`src/rtl/core/tilt_estimator_posture_detect_unit_macros.svh`:
```
// Assertion macros shared by the tilt estimator RTL
`ifndef TILT_ESTIMATOR_POSTURE_DETECT_UNIT_MACROS_SVH
`define TILT_ESTIMATOR_POSTURE_DETECT_UNIT_MACROS_SVH

// same-cycle implication under synchronous active-low reset
`define TEP_ASSERT_IMP(label, clk, rst_n, ante, cons, msg) \
    label: assert property (@(posedge clk) disable iff (!rst_n) (ante) |-> (cons)) \
        else $error(msg);

// next-cycle implication under synchronous active-low reset
`define TEP_ASSERT_NXT(label, clk, rst_n, ante, cons, msg) \
    label: assert property (@(posedge clk) disable iff (!rst_n) (ante) |=> (cons)) \
        else $error(msg);

`endif

```
`src/rtl/core/tep_pkg.sv`:
```
// Types, constants and helper functions for the tilt estimator
package tep_pkg;

    typedef logic signed [24:0] t_ang;
    typedef logic signed [18:0] t_cin;
    typedef logic signed [25:0] t_z;
    typedef logic signed [31:0] t_cvec;

    localparam int CORDIC_STEPS = 16;

    localparam t_ang ANG_MAX = 25'sd11796480;
    localparam t_z   Z_DEG90  = 26'sd5898240;
    localparam t_z   Z_DEG180 = 26'sd11796480;

    localparam logic [16:0] ABS_VERTEX_LIM = 17'd2000;
    localparam logic [16:0] ABS_EDGE_LO    = 17'd7000;
    localparam logic [16:0] ABS_EDGE_HI    = 17'd10000;
    localparam logic [23:0] VERT_TILT_LIM  = 24'd26214;
    localparam logic [23:0] EDGE_TILT_LIM  = 24'd19660;
    localparam logic [23:0] FALL_TILT_LIM  = 24'd458752;

    typedef enum logic [1:0] {
        POS_UNKNOWN = 2'd0,
        POS_VERTEX  = 2'd1,
        POS_EDGE    = 2'd2,
        POS_NONE    = 2'd3
    } t_posture;

    typedef enum logic [2:0] {
        CFG_VERTEX_OFF_X = 3'd0,
        CFG_VERTEX_OFF_Y = 3'd1,
        CFG_VERTEX_OFF_Z = 3'd2,
        CFG_EDGE_OFF_X   = 3'd3,
        CFG_EDGE_OFF_Y   = 3'd4,
        CFG_EDGE_OFF_Z   = 3'd5,
        CFG_GYRO_BIAS_X  = 3'd6,
        CFG_GYRO_BIAS_Y  = 3'd7
    } t_cfg_idx;

    typedef enum logic [3:0] {
        ST_IDLE,
        ST_PREP,
        ST_CY_GO,
        ST_CY_WAIT,
        ST_CX_GO,
        ST_CX_WAIT,
        ST_MUL,
        ST_POST,
        ST_DONE
    } t_st;

    typedef enum logic [1:0] {
        COR_IDLE,
        COR_RUN,
        COR_DONE
    } t_cor_st;

    typedef struct packed {
        logic start;
        t_cin y;
        t_cin x;
    } t_cor_req;

    typedef struct packed {
        logic done;
        t_ang angle;
    } t_cor_rsp;

    function automatic t_z atan_tab(input logic [3:0] i);
        t_z r;
        case (i)
            4'd0:    r = 26'sd2949120;
            4'd1:    r = 26'sd1740967;
            4'd2:    r = 26'sd919879;
            4'd3:    r = 26'sd466945;
            4'd4:    r = 26'sd234379;
            4'd5:    r = 26'sd117304;
            4'd6:    r = 26'sd58666;
            4'd7:    r = 26'sd29335;
            4'd8:    r = 26'sd14668;
            4'd9:    r = 26'sd7334;
            4'd10:   r = 26'sd3667;
            4'd11:   r = 26'sd1833;
            4'd12:   r = 26'sd917;
            4'd13:   r = 26'sd458;
            4'd14:   r = 26'sd229;
            default: r = 26'sd115;
        endcase
        return r;
    endfunction

    function automatic t_ang sat_ang(input logic signed [43:0] v);
        t_ang r;
        if (v > 44'(ANG_MAX)) begin
            r = ANG_MAX;
        end else if (v < -44'(ANG_MAX)) begin
            r = -ANG_MAX;
        end else begin
            r = v[24:0];
        end
        return r;
    endfunction

    function automatic logic [23:0] ang_abs(input t_ang v);
        t_ang a;
        a = (v < 0) ? -v : v;
        return a[23:0];
    endfunction

    function automatic logic signed [16:0] out_ang(input t_ang v);
        logic signed [25:0] t;
        t = 26'(v) + 26'sd128;
        return t[24:8];
    endfunction

endpackage

```
`src/rtl/core/tep_cordic.sv`:
```
// Iterative vectoring CORDIC computing atan2 in 1/65536 degree
module tep_cordic (
    input  logic                i_clk,
    input  logic                i_rst_n,
    input  tep_pkg::t_cor_req   i_req,
    output tep_pkg::t_cor_rsp   o_rsp
);

    tep_pkg::t_cor_st r_state, n_state;
    tep_pkg::t_cvec   r_x, r_y;
    tep_pkg::t_z      r_z;
    logic [3:0]       r_i;

    tep_pkg::t_cvec   x_ext, y_ext, dx, dy;

    assign x_ext = 32'(i_req.x);
    assign y_ext = 32'(i_req.y);
    assign dx    = r_y >>> r_i;
    assign dy    = r_x >>> r_i;

    always_ff @(posedge i_clk) begin
        if (!i_rst_n) begin
            r_state <= tep_pkg::COR_IDLE;
        end else begin
            r_state <= n_state;
        end
    end

    always_comb begin
        n_state = r_state;
        unique case (r_state)
            tep_pkg::COR_IDLE: begin
                if (i_req.start) begin
                    if (i_req.y == 0 || i_req.x == 0) begin
                        n_state = tep_pkg::COR_DONE;
                    end else begin
                        n_state = tep_pkg::COR_RUN;
                    end
                end
            end
            tep_pkg::COR_RUN: begin
                if (r_i == 4'(tep_pkg::CORDIC_STEPS - 1)) begin
                    n_state = tep_pkg::COR_DONE;
                end
            end
            tep_pkg::COR_DONE: n_state = tep_pkg::COR_IDLE;
            default:           n_state = tep_pkg::COR_IDLE;
        endcase
    end

    always_ff @(posedge i_clk) begin
        case (r_state)
            tep_pkg::COR_IDLE: begin
                r_i <= '0;
                if (i_req.y == 0) begin
                    r_z <= (i_req.x < 0) ? tep_pkg::Z_DEG180 : '0;
                end else if (i_req.x == 0) begin
                    r_z <= (i_req.y > 0) ? tep_pkg::Z_DEG90 : -tep_pkg::Z_DEG90;
                end else if (i_req.x < 0) begin
                    r_z <= (i_req.y > 0) ? tep_pkg::Z_DEG180 : -tep_pkg::Z_DEG180;
                    r_x <= (-x_ext) <<< 8;
                    r_y <= (-y_ext) <<< 8;
                end else begin
                    r_z <= '0;
                    r_x <= x_ext <<< 8;
                    r_y <= y_ext <<< 8;
                end
            end
            tep_pkg::COR_RUN: begin
                r_i <= r_i + 4'd1;
                if (r_y >= 0) begin
                    r_x <= r_x + dx;
                    r_y <= r_y - dy;
                    r_z <= r_z + tep_pkg::atan_tab(r_i);
                end else begin
                    r_x <= r_x - dx;
                    r_y <= r_y + dy;
                    r_z <= r_z - tep_pkg::atan_tab(r_i);
                end
            end
            default: begin
            end
        endcase
    end

    assign o_rsp.done  = (r_state == tep_pkg::COR_DONE);
    assign o_rsp.angle = tep_pkg::sat_ang(44'(r_z));

endmodule

```
`src/rtl/core/tilt_estimator_posture_detect_unit.sv`:
```
// Top level of the complementary-filter tilt estimator with posture detection
// A sample runs through these steps from acceptance until its result word is
// loaded into the output register: the sample is corrected and the gyro
// integrated, two atan2 runs follow on the shared 16-step CORDIC unit (shorter
// when an axis is zero), then the shared blend multiplier forms the blend,
// the posture is updated and the result is loaded. The input is ready again
// in the cycle after the result loads; a result waiting at the output holds
// back only the load of the next one.
module tilt_estimator_posture_detect_unit #(
    parameter int GYRO_WEIGHT_Q16  = 65274,
    parameter int SAMPLE_PERIOD_MS = 10
) (
    input  logic               i_clk,
    input  logic               i_rst_n,
    input  logic               i_cfg_valid,
    output logic               o_cfg_ready,
    input  logic [2:0]         i_cfg_index,
    input  logic [16:0]        i_cfg_data,
    input  logic               i_valid,
    output logic               o_ready,
    input  logic signed [15:0] i_accel_x,
    input  logic signed [15:0] i_accel_y,
    input  logic signed [15:0] i_accel_z,
    input  logic signed [15:0] i_rate_x,
    input  logic signed [15:0] i_rate_y,
    output logic               o_valid,
    input  logic               i_ready,
    output logic signed [16:0] o_tilt_x_out,
    output logic signed [16:0] o_tilt_y_out,
    output logic signed [16:0] o_acc_tilt_x,
    output logic signed [16:0] o_acc_tilt_y,
    output logic [1:0]         o_posture
);

`include "tilt_estimator_posture_detect_unit_macros.svh"

    localparam logic signed [17:0] W_GYRO = 18'(GYRO_WEIGHT_Q16);
    localparam logic signed [17:0] W_ACC  = 18'(65536 - GYRO_WEIGHT_Q16);
    localparam logic signed [31:0] SP     = 32'(SAMPLE_PERIOD_MS);

    logic signed [15:0] r_voff_x, r_voff_y, r_eoff_x, r_eoff_y, r_bias_x, r_bias_y;
    logic signed [16:0] r_voff_z, r_eoff_z;

    logic signed [15:0] r_ax, r_ay, r_az, r_gx, r_gy;
    logic signed [16:0] r_cx, r_cy;
    tep_pkg::t_cin      r_ncz;
    logic [16:0]        r_abs_ax;
    tep_pkg::t_ang      r_tilt_x, r_tilt_y, r_acc_x, r_acc_y;
    tep_pkg::t_posture  r_posture;
    logic [1:0]         r_k;
    logic signed [43:0] r_accum;

    tep_pkg::t_st       r_state, n_state;
    logic               r_o_valid;
    logic               load_out;

    tep_pkg::t_cor_req  cor_req;
    tep_pkg::t_cor_rsp  cor_rsp;

    logic [16:0]        abs_ax;
    logic               use_vertex;
    logic signed [15:0] sel_off_x, sel_off_y;
    logic signed [16:0] sel_off_z;
    logic signed [17:0] cz;
    logic signed [31:0] int_x, int_y;
    tep_pkg::t_ang      mul_a;
    logic signed [17:0] mul_b;
    logic signed [42:0] prod;
    logic signed [43:0] sum;
    logic               vert_ok, edge_ok;

    tep_cordic u_cordic (
        .i_clk   (i_clk),
        .i_rst_n (i_rst_n),
        .i_req   (cor_req),
        .o_rsp   (cor_rsp)
    );

    assign o_cfg_ready = 1'b1;

    always_ff @(posedge i_clk) begin
        if (!i_rst_n) begin
            r_voff_x <= '0;
            r_voff_y <= '0;
            r_voff_z <= '0;
            r_eoff_x <= '0;
            r_eoff_y <= '0;
            r_eoff_z <= '0;
            r_bias_x <= '0;
            r_bias_y <= '0;
        end else if (i_cfg_valid) begin
            unique case (tep_pkg::t_cfg_idx'(i_cfg_index))
                tep_pkg::CFG_VERTEX_OFF_X: r_voff_x <= i_cfg_data[15:0];
                tep_pkg::CFG_VERTEX_OFF_Y: r_voff_y <= i_cfg_data[15:0];
                tep_pkg::CFG_VERTEX_OFF_Z: r_voff_z <= i_cfg_data;
                tep_pkg::CFG_EDGE_OFF_X:   r_eoff_x <= i_cfg_data[15:0];
                tep_pkg::CFG_EDGE_OFF_Y:   r_eoff_y <= i_cfg_data[15:0];
                tep_pkg::CFG_EDGE_OFF_Z:   r_eoff_z <= i_cfg_data;
                tep_pkg::CFG_GYRO_BIAS_X:  r_bias_x <= i_cfg_data[15:0];
                tep_pkg::CFG_GYRO_BIAS_Y:  r_bias_y <= i_cfg_data[15:0];
                default: begin
                end
            endcase
        end
    end

    // sample correction and gyro integration
    always_comb begin
        abs_ax     = (r_ax < 0) ? 17'(-17'(r_ax)) : 17'(r_ax);
        use_vertex = (abs_ax < tep_pkg::ABS_VERTEX_LIM);
        sel_off_x  = use_vertex ? r_voff_x : r_eoff_x;
        sel_off_y  = use_vertex ? r_voff_y : r_eoff_y;
        sel_off_z  = use_vertex ? r_voff_z : r_eoff_z;
        cz         = 18'(r_az) - 18'(sel_off_z);
        int_x      = 32'(r_tilt_x) + (32'(17'(r_gx) - 17'(r_bias_x)) * SP);
        int_y      = 32'(r_tilt_y) + (32'(17'(r_gy) - 17'(r_bias_y)) * SP);
    end

    // shared blend multiplier
    always_comb begin
        case (r_k)
            2'd0:    mul_a = r_tilt_y;
            2'd1:    mul_a = r_acc_y;
            2'd2:    mul_a = r_tilt_x;
            default: mul_a = r_acc_x;
        endcase
        mul_b = r_k[0] ? W_ACC : W_GYRO;
        prod  = 43'(mul_a) * 43'(mul_b);
        sum   = r_k[0] ? (r_accum + 44'(prod)) : (44'(prod) + 44'sd32768);
    end

    always_comb begin
        vert_ok = (r_abs_ax < tep_pkg::ABS_VERTEX_LIM)
                  && (tep_pkg::ang_abs(r_acc_x) <= tep_pkg::VERT_TILT_LIM)
                  && (tep_pkg::ang_abs(r_acc_y) <= tep_pkg::VERT_TILT_LIM);
        edge_ok = (r_abs_ax > tep_pkg::ABS_EDGE_LO) && (r_abs_ax < tep_pkg::ABS_EDGE_HI)
                  && (tep_pkg::ang_abs(r_acc_x) <= tep_pkg::EDGE_TILT_LIM);
    end

    always_ff @(posedge i_clk) begin
        if (!i_rst_n) begin
            r_state <= tep_pkg::ST_IDLE;
        end else begin
            r_state <= n_state;
        end
    end

    always_comb begin
        n_state         = r_state;
        load_out        = 1'b0;
        cor_req.start   = 1'b0;
        cor_req.y       = 19'(r_cx);
        cor_req.x       = r_ncz;
        unique case (r_state)
            tep_pkg::ST_IDLE: begin
                if (i_valid) begin
                    n_state = tep_pkg::ST_PREP;
                end
            end
            tep_pkg::ST_PREP: n_state = tep_pkg::ST_CY_GO;
            tep_pkg::ST_CY_GO: begin
                cor_req.start = 1'b1;
                n_state       = tep_pkg::ST_CY_WAIT;
            end
            tep_pkg::ST_CY_WAIT: begin
                if (cor_rsp.done) begin
                    n_state = tep_pkg::ST_CX_GO;
                end
            end
            tep_pkg::ST_CX_GO: begin
                cor_req.start = 1'b1;
                cor_req.y     = 19'(r_cy);
                n_state       = tep_pkg::ST_CX_WAIT;
            end
            tep_pkg::ST_CX_WAIT: begin
                if (cor_rsp.done) begin
                    n_state = tep_pkg::ST_MUL;
                end
            end
            tep_pkg::ST_MUL: begin
                if (r_k == 2'd3) begin
                    n_state = tep_pkg::ST_POST;
                end
            end
            tep_pkg::ST_POST: n_state = tep_pkg::ST_DONE;
            tep_pkg::ST_DONE: begin
                if (!r_o_valid || i_ready) begin
                    load_out = 1'b1;
                    n_state  = tep_pkg::ST_IDLE;
                end
            end
            default: n_state = tep_pkg::ST_IDLE;
        endcase
    end

    assign o_ready = (r_state == tep_pkg::ST_IDLE);

    always_ff @(posedge i_clk) begin
        if (!i_rst_n) begin
            r_tilt_x  <= '0;
            r_tilt_y  <= '0;
            r_posture <= tep_pkg::POS_UNKNOWN;
            r_k       <= '0;
        end else begin
            case (r_state)
                tep_pkg::ST_IDLE: begin
                    r_ax <= i_accel_x;
                    r_ay <= i_accel_y;
                    r_az <= i_accel_z;
                    r_gx <= i_rate_x;
                    r_gy <= i_rate_y;
                    r_k  <= '0;
                end
                tep_pkg::ST_PREP: begin
                    r_abs_ax <= abs_ax;
                    r_cx     <= 17'(r_ax) - 17'(sel_off_x);
                    r_cy     <= 17'(r_ay) - 17'(sel_off_y);
                    r_ncz    <= -19'(cz);
                    r_tilt_x <= tep_pkg::sat_ang(44'(int_x));
                    r_tilt_y <= tep_pkg::sat_ang(44'(int_y));
                end
                tep_pkg::ST_CY_WAIT: begin
                    if (cor_rsp.done) begin
                        r_acc_y <= cor_rsp.angle;
                    end
                end
                tep_pkg::ST_CX_WAIT: begin
                    if (cor_rsp.done) begin
                        r_acc_x <= -cor_rsp.angle;
                    end
                end
                tep_pkg::ST_MUL: begin
                    r_k <= r_k + 2'd1;
                    if (!r_k[0]) begin
                        r_accum <= sum;
                    end else if (r_k[1]) begin
                        r_tilt_x <= tep_pkg::sat_ang(sum >>> 16);
                    end else begin
                        r_tilt_y <= tep_pkg::sat_ang(sum >>> 16);
                    end
                end
                tep_pkg::ST_POST: begin
                    unique case (r_posture) inside
                        tep_pkg::POS_UNKNOWN, tep_pkg::POS_NONE: begin
                            if (vert_ok || edge_ok) begin
                                r_tilt_x  <= r_acc_x;
                                r_tilt_y  <= r_acc_y;
                                r_posture <= vert_ok ? tep_pkg::POS_VERTEX
                                                     : tep_pkg::POS_EDGE;
                            end else begin
                                r_posture <= tep_pkg::POS_NONE;
                            end
                        end
                        default: begin
                            if (tep_pkg::ang_abs(r_tilt_x) > tep_pkg::FALL_TILT_LIM
                                || tep_pkg::ang_abs(r_tilt_y) > tep_pkg::FALL_TILT_LIM) begin
                                r_posture <= tep_pkg::POS_NONE;
                            end
                        end
                    endcase
                end
                default: begin
                end
            endcase
        end
    end

    always_ff @(posedge i_clk) begin
        if (!i_rst_n) begin
            r_o_valid <= 1'b0;
        end else if (load_out) begin
            r_o_valid <= 1'b1;
        end else if (i_ready) begin
            r_o_valid <= 1'b0;
        end
    end

    always_ff @(posedge i_clk) begin
        if (load_out) begin
            o_tilt_x_out <= tep_pkg::out_ang(r_tilt_x);
            o_tilt_y_out <= tep_pkg::out_ang(r_tilt_y);
            o_acc_tilt_x <= tep_pkg::out_ang(r_acc_x);
            o_acc_tilt_y <= tep_pkg::out_ang(r_acc_y);
            o_posture    <= r_posture;
        end
    end

    assign o_valid = r_o_valid;

    `TEP_ASSERT_IMP(a_cor_done_in_wait, i_clk, i_rst_n, cor_rsp.done, (r_state == tep_pkg::ST_CY_WAIT || r_state == tep_pkg::ST_CX_WAIT), "cordic done outside a wait state")
    `TEP_ASSERT_NXT(a_busy_after_accept, i_clk, i_rst_n, (i_valid && o_ready), (!o_ready), "input ready right after accepting a word")
    `TEP_ASSERT_IMP(a_tilt_in_range, i_clk, i_rst_n, o_valid, (o_tilt_x_out <= 17'sd46080 && o_tilt_x_out >= -17'sd46080), "fused tilt out of range")

endmodule
```
`config.mk`:
```
export PLATFORM = sky130hd
export DESIGN_NAME = tilt_estimator_posture_detect_unit
export DESIGN_NICKNAME = d
export VERILOG_FILES = /design/src/rtl/core/tep_pkg.sv /design/src/rtl/core/tep_cordic.sv /design/src/rtl/core/tilt_estimator_posture_detect_unit.sv
export VERILOG_INCLUDE_DIRS = /design/src /design/src/rtl/core
export SDC_FILE = /design/constraint.sdc
export NUM_CORES = 2
export LEC_CHECK = 0
export ABC_AREA = 1
export BUFFER_PORTS_ARGS = -buffer_cell sky130_fd_sc_hd__buf_4
export CAP_MARGIN = 10
export CORE_MARGIN = 3
export CORE_UTILIZATION = 30
export DETAILED_ROUTE_END_ITERATION = 6
export SLEW_MARGIN = 15
export SYNTH_ARGS = -nofsm -noshare
export SYNTH_HDL_FRONTEND = slang
export SYNTH_HIERARCHICAL = 1
export SYNTH_SLANG_ARGS = --single-unit
export TNS_END_PERCENT = 50
```
`constraint.sdc`:
```
create_clock -name i_clk -period 11.9 [get_ports i_clk]
set_clock_uncertainty 0.1 [all_clocks]
set_input_delay 0.595 -clock i_clk [delete_from_list [all_inputs] [get_ports i_clk]]
set_output_delay 0.595 -clock i_clk [all_outputs]
set_load 0.1 [all_outputs]
```
Word-level counts from Yosys, hierarchy flattened
Memory sizes are Yosys's and may differ from the RTL's. A register that Yosys moved wholly into a read port is not among the register bits.
Index checks and enable logic that the tools add are counted.

storage, ports and cells
  flip-flop bits (word level) = 599
  bits in read-only memories = 704
  input port bits = 105
  output and inout port bits = 73
  logic and storage cells = 252
  memories = 2

operators by class
  add/sub/neg operators = 30
  $mul = 3
  order comparisons = 25
  equal/unequal tests = 36
  shift-type cells = 2
  muxes and demuxes = 75
  bitwise logic cells = 1
  reductions and logical operators = 42

memories
  name              depth  width  rd ports  clocked after Yosys merged registers in  write ports  line           source
  (name not given)  16     22     1         1                                        0            tep_pkg.sv:71  case (i)
  (name not given)  16     22     1         1                                        0            tep_pkg.sv:71

operator list
  kind                                                              count
  two-way mux 25 bit                                                16
  two-way mux 26 bit                                                10
  two-way mux 32 bit                                                8
  one-hot mux 25 bit (3 select lines)                               3
  one-hot mux 32 bit (2 select lines)                               2
  two-way mux 24 bit                                                5
  adder 25 x 9 -> 25 bit, second input constant                     4
  < comparator 25 x 1 -> 1 bit, second input constant               4
  negator 24 bit                                                    4
  > comparator 26 x 25 -> 1 bit, second input constant              3
  < comparator 26 x 25 -> 1 bit, second input constant              3
  less-or-equal comparator 24 x 15 -> 1 bit, second input constant  3
  subtractor 16 x 16 -> 17 bit                                      4
  adder 32 bit                                                      2
  logical NOT 32 bit                                                2
  >>> shifter 32 x 4 -> 32 bit                                      2
  subtractor 32 bit                                                 2
  adder 25 x 22 -> 26 bit                                           2
  one-hot mux 26 bit (2 select lines)                               1
  > comparator 24 x 19 -> 1 bit, second input constant              2
  two-way mux 16 bit                                                3
  negator 19 -> 24 bit                                              2
  adder 44 x 42 -> 44 bit                                           1
  two-way mux 44 bit                                                1
  other kinds (52)                                                  125

Logic depth before layout (Yosys ltp)
  depth after elaboration = 11
  mapped depth = 64
  depth with buffers taken out = 60

Hierarchy
Netlist, hierarchy kept.

modules (own cells, without submodules)
  module                              times used  cells each  area an instance (µm²)
  tilt_estimator_posture_detect_unit  1           6103        47110.2
  tep_cordic                          1           2515        15442.3

Worst setup path after synthesis
No wires, ideal clock.

  kind = reg-to-reg
  start point = register r_k[0]
  end point = register r_tilt_x[9]
  arrival time = 9.861 ns
  slack = 1.830 ns
  cell stages (with the launch flop) = 54
  buffers on the path = 5
  cells stage by stage = dfxtp_1 -> inv_2 -> buf_2 -> buf_2 -> buf_1 -> ha_1 -> clkbuf_1 -> nand2_1 -> o2111ai_1 -> nand2_1 -> nor2_1 -> ha_1 -> xnor2_1 -> inv_1 -> fa_1 -> inv_1 -> fa_1 -> fa_1 -> [18 not listed] -> inv_1 -> nor4_1 -> o21ai_0 -> nand3_1 -> nand2_1 -> nand3_1 -> nand2_2 -> nor2_1 -> nand2_1 -> nand2_1 -> nand2_1 -> nand2_1 -> nand2_2 -> buf_6 -> nand3_1 -> nand3_1 -> nand2_1 -> inv_1

between the ends
  cells in the longest elaborated chain, start to end = 11

RTL lines
  element                                                             line                                       source
  from (decl)                                                         tilt_estimator_posture_detect_unit.sv:50   logic [1:0] r_k;
  from (signal assigned)                                              tilt_estimator_posture_detect_unit.sv:233  r_k <= r_k + 2'd1;
  equality test 2 bit (tied with other cells)                         tilt_estimator_posture_detect_unit.sv:121  case (r_k)
  one-hot mux 25 bit (3 select lines)                                 tilt_estimator_posture_detect_unit.sv:121
  multiplier 25 x 17 -> 42 bit                                        tilt_estimator_posture_detect_unit.sv:128  prod = 43'(mul_a) * 43'(mul_b);
  adder 44 x 42 -> 44 bit or adder 42 x 17 -> 43 bit (tied branches)  tilt_estimator_posture_detect_unit.sv:129  sum = r_k[0] ? (r_accum + 44'(prod)) : (44'(prod) + 44'sd32768);
  two-way mux 44 bit *                                                tilt_estimator_posture_detect_unit.sv:129
  named net sum[36]                                                   tilt_estimator_posture_detect_unit.sv:69   logic signed [43:0] sum;
  < comparator 28 x 25 -> 1 bit                                       tep_pkg.sv:96                              end else if (v < -44'(ANG_MAX)) begin
  two-way mux 25 bit                                                  tep_pkg.sv:96
  two-way mux 25 bit *                                                tep_pkg.sv:94                              if (v > 44'(ANG_MAX)) begin
  two-way mux 25 bit *                                                tilt_estimator_posture_detect_unit.sv:236  end else if (r_k[1]) begin
  two-way mux 25 bit *                                                tilt_estimator_posture_detect_unit.sv:234  if (!r_k[0]) begin
  one-hot mux 25 bit (3 select lines) *                               tilt_estimator_posture_detect_unit.sv:205  case (r_state)
  to (signal assigned)                                                tilt_estimator_posture_detect_unit.sv:219  r_tilt_x <= tep_pkg::sat_ang(44'(int_x));
  to (signal assigned)                                                tilt_estimator_posture_detect_unit.sv:237  r_tilt_x <= tep_pkg::sat_ang(sum >>> 16);
  to (signal assigned)                                                tilt_estimator_posture_detect_unit.sv:246  r_tilt_x <= r_acc_x;
  to (decl)                                                           tilt_estimator_posture_detect_unit.sv:48   tep_pkg::t_ang r_tilt_x, r_tilt_y, r_acc_x, r_acc_y;

The timed path passes the listed nets; every way through them passes the cells marked *. The select of a mux whose other input is x is not followed.
A chain may end at the register's enable or synchronous reset.

Worst setup path in the final report
  start point = register r_k[0]
  end point = register r_tilt_x[3]

between the ends
  cells in the longest elaborated chain, start to end = 11

RTL lines
  element                                                             line
  equality test 2 bit (tied with other cells)                         tilt_estimator_posture_detect_unit.sv:121
  one-hot mux 25 bit (3 select lines)                                 tilt_estimator_posture_detect_unit.sv:121
  multiplier 25 x 17 -> 42 bit                                        tilt_estimator_posture_detect_unit.sv:128
  adder 44 x 42 -> 44 bit or adder 42 x 17 -> 43 bit (tied branches)  tilt_estimator_posture_detect_unit.sv:129
  two-way mux 44 bit                                                  tilt_estimator_posture_detect_unit.sv:129
  < comparator 28 x 25 -> 1 bit                                       tep_pkg.sv:96
  two-way mux 25 bit                                                  tep_pkg.sv:96
  two-way mux 25 bit                                                  tep_pkg.sv:94
  two-way mux 25 bit                                                  tilt_estimator_posture_detect_unit.sv:236
  two-way mux 25 bit                                                  tilt_estimator_posture_detect_unit.sv:234
  one-hot mux 25 bit (3 select lines)                                 tilt_estimator_posture_detect_unit.sv:205

Several ways; a longest one is shown, not always the timed one. The select of a mux whose other input is x is not followed.

==> results.py <==
metrics = {
    "run_status": {
        "outcome": "finished with violations",
        "failed_checks": "design-rule violations",
    },
    "global_routing": {
        "grt.total_usage": 0.197,
        "grt_pass1_vias": 56300,
        "grt_pass1_wl_mm": 332,
        "antenna_found_initial": 9,
        "grt_start_max_net_pins": 111,
        "overflow": 0,
    },
    "timing": {
        "setup_viol": 0,
        "worst_slew_margin_rel": 0.207,
        "tightest_slew_ns": 1.19,
        "hold_violations": 0,
        "fmax_mhz": 89.8,
        "tns_ns": 0,
        "finalMaxSlewViolations": 0,
        "finalCritPeriodShare": 0.936,
        "min_period_ns": 11.14,
        "rsz0062_at_grt": "false",
    },
    "routing": {
        "ant_nets": 0,
        "drc_errors": 1,
        "initialDrtViolationCount": 4839,
        "wl_per_cell_microns": 19.0,
        "vias": 58600,
        "first_pass_iters": 7,
        "drt_wl_total_mm": 221,
        "avgViaCountPerCell": 5.04,
    },
    "floorplanning": {
        "dieArea_sq_um": 214000,
        "fp.dieW_microns": 463,
        "die_h_microns": 463,
        "ios": 178,
        "rows": 166,
        "core-area_sq_um": 206000,
        "start_util": 0.304,
    },
    "synth": {
        "synth_edf_count": 407,
        "synthFlopType": "edfxtp_1",
        "yosys-top-cells-count": "1753 x nand2_1, 1301 x inv_1, 936 x nor2_1, 579 x nand3_1, 566 x a21oi_1",
        "syn_area_sq_um": 62600,
        "ys_ff_latch": 620,
        "synth_seq_area_share": 0.264,
        "synth_top_cell_by_area": "edfxtp_1",
        "yosysMostFrequentCell": "nand2_1",
        "ys.warnings.count": 6,
        "synthDistinctLibCells": 76,
        "synth_top_area_share": 0.195,
        "synth.avg_cell_area_sq_um": 7.26,
        "synthCells": 8618,
        "async_reset_ff_frac": 0,
        "synthTopCellsByArea": "edfxtp_1 20%, nand2_1 11%, ha_1 10%, fa_1 8.2%, inv_1 7.8%",
    },
    "critical_path": {
        "path_delay_family": "adder cells",
        "crit_path_max_incr_delay_ns": 0.60,
        "worstSetupStartpointType": "flip-flop",
        "required_ns": 12.40,
        "critPathArrivalTime_ns": 11.65,
        "path_buf_inv": 11,
        "path_max_fanout": 24,
        "crit_type": "reg2reg",
        "crit_path_end_kind": "flip-flop",
        "slowest_stage": "inv_1",
        "cpMostUsedCell": "nand2_1",
    },
    "clocking": {
        "postCtsSetupRepairBufs": 0,
        "cts_max_level": 3,
        "cts_root_buf": "clkbuf_16",
        "tritoncts": "built",
        "clk_pin_slew_ns": 0.07,
        "cts_sinks": 620,
        "ctsLongestPathBuffers": 3,
        "cts-buffers-inserted": 75,
        "insertion_delay_ns": 0.70,
    },
    "finish": {
        "nNetsFinal": 9648,
        "syn2layout_area_growth_pct": 12.4,
        "n_fill_cell": 22000,
        "drive_gt1_frac": 0.0703,
    },
    "job": {
        "max_cap_viol_count": 0,
    },
    "placement": {
        "portBuffers": 176,
        "place.gp.congestion": 0.981,
        "dp_hpwl_mm": 179,
    },
    "hold_path": {
        "hp-class": "in2reg",
    },
}
repair_timing:
item	4_1_cts	5_1_grt
endpoints found under the hold margin	80	0
hold buffers	80	0
gates resized for setup	0	10
endpoints found under the setup margin	0	44
placed cells by master, fill, tap and decap left out, types with 80 or more instances in the layout:
master         Yosys  layout
ha_1             504     503
dlygate4sd3_1      0      80
xor2_1           370     370
o21ai_0          465     463
nand4_1          111     111
fa_1             255     255
edfxtp_1         407     407
nand3_1          579     579
xnor2_1           93      93
nor2_1           936     926
nand2_1         1753    1752
a21oi_1          566     564
buf_4              6     238
nor3_1           132     130
inv_1           1301    1299
dfxtp_1          213     212
path summary, 6_finish.rpt:
path | startpoint | end | slack [ns] | depth (start not counted)
hold / removal | i_cfg_data[16] | r_eoff_z[16] | 0.14 | 3
setup reg to reg | r_k[0] | r_tilt_x[3] | 0.76 | 51
hold reg to reg | r_bias_x[14] | r_bias_x[14] | 0.36 | 2
setup / recovery | r_k[0] | r_tilt_x[3] | 0.76 | 51
state kept, by name, summed over array words and instances (netlist names), 19 cells and up, named ones only:
signal,flops
r_acc_x,25
r_acc_y,25
r_accum,43
r_ncz,19
r_tilt_x,25
r_tilt_y,25
u_cordic/r_x,32
u_cordic/r_y,32
u_cordic/r_z,26
layer usage:
layer	global-route usage	part of all wire	wire length, microns	up-vias
met5	0	0.000050	11	-
met4	0.0670	0.037	8080	2
met3	0.0218	0.056	12300	323
met2	0.327	0.46	101000	1884
met1	0.266	0.45	99000	27900
li1	-	-	-	28500
through the flow:
step	cells	util	worst slack (ns)	cell area, sq um	hold slack, ns
3_5_place_dp	11400	0.325	0.740	66900	0.351
4_1_cts	11600	0.341	0.695	70200	0.0671
5_1_grt	11600	0.341	0.0332	70300	0.107
3_3_place_gp	11400	0.325	0.890	66900	0.342
2_1_floorplan	8620	-	1.83	62600	0.330
6_report	11600	0.341	0.760	70300	0.139
kinds of logic (layout without fill, tap and decap cells):
group,after synthesis,in the layout,share of synthesized area
compound gates,1361,1361,0.120
xor+xnor,463,463,0.0648
fa+ha+maj,761,761,0.183
buf+inv,1570,1797,0.0967
flops,620,620,0.264
mux,65,65,0.0111
other cells,2,5,0.000120
simple gates,3776,3776,0.261
worst min-delay path: cells and delay by family:
family | cells | cell delay [ns]
AND/OR/NAND/NOR | 2 | 0.14
buffers and inverters | 1 | 0.13
layout make-up:
cell class,count,area (sq um),area share
diodes,1,2.50,0.0000356
clock buffers,92,2010,0.0286
clock inverters,48,572,0.00813
inverters,1337,5030,0.0715
multi-input cells,6430,40100,0.571
flip-flops and latches,620,16500,0.235
well taps,2772,3470,0.0493
repair buffers,318,2590,0.0368
repair inverters,2,10.0,0.000142
Power is not shown: default switching activity piles up to over one toggle a cycle in this logic, so the estimate is an artifact.
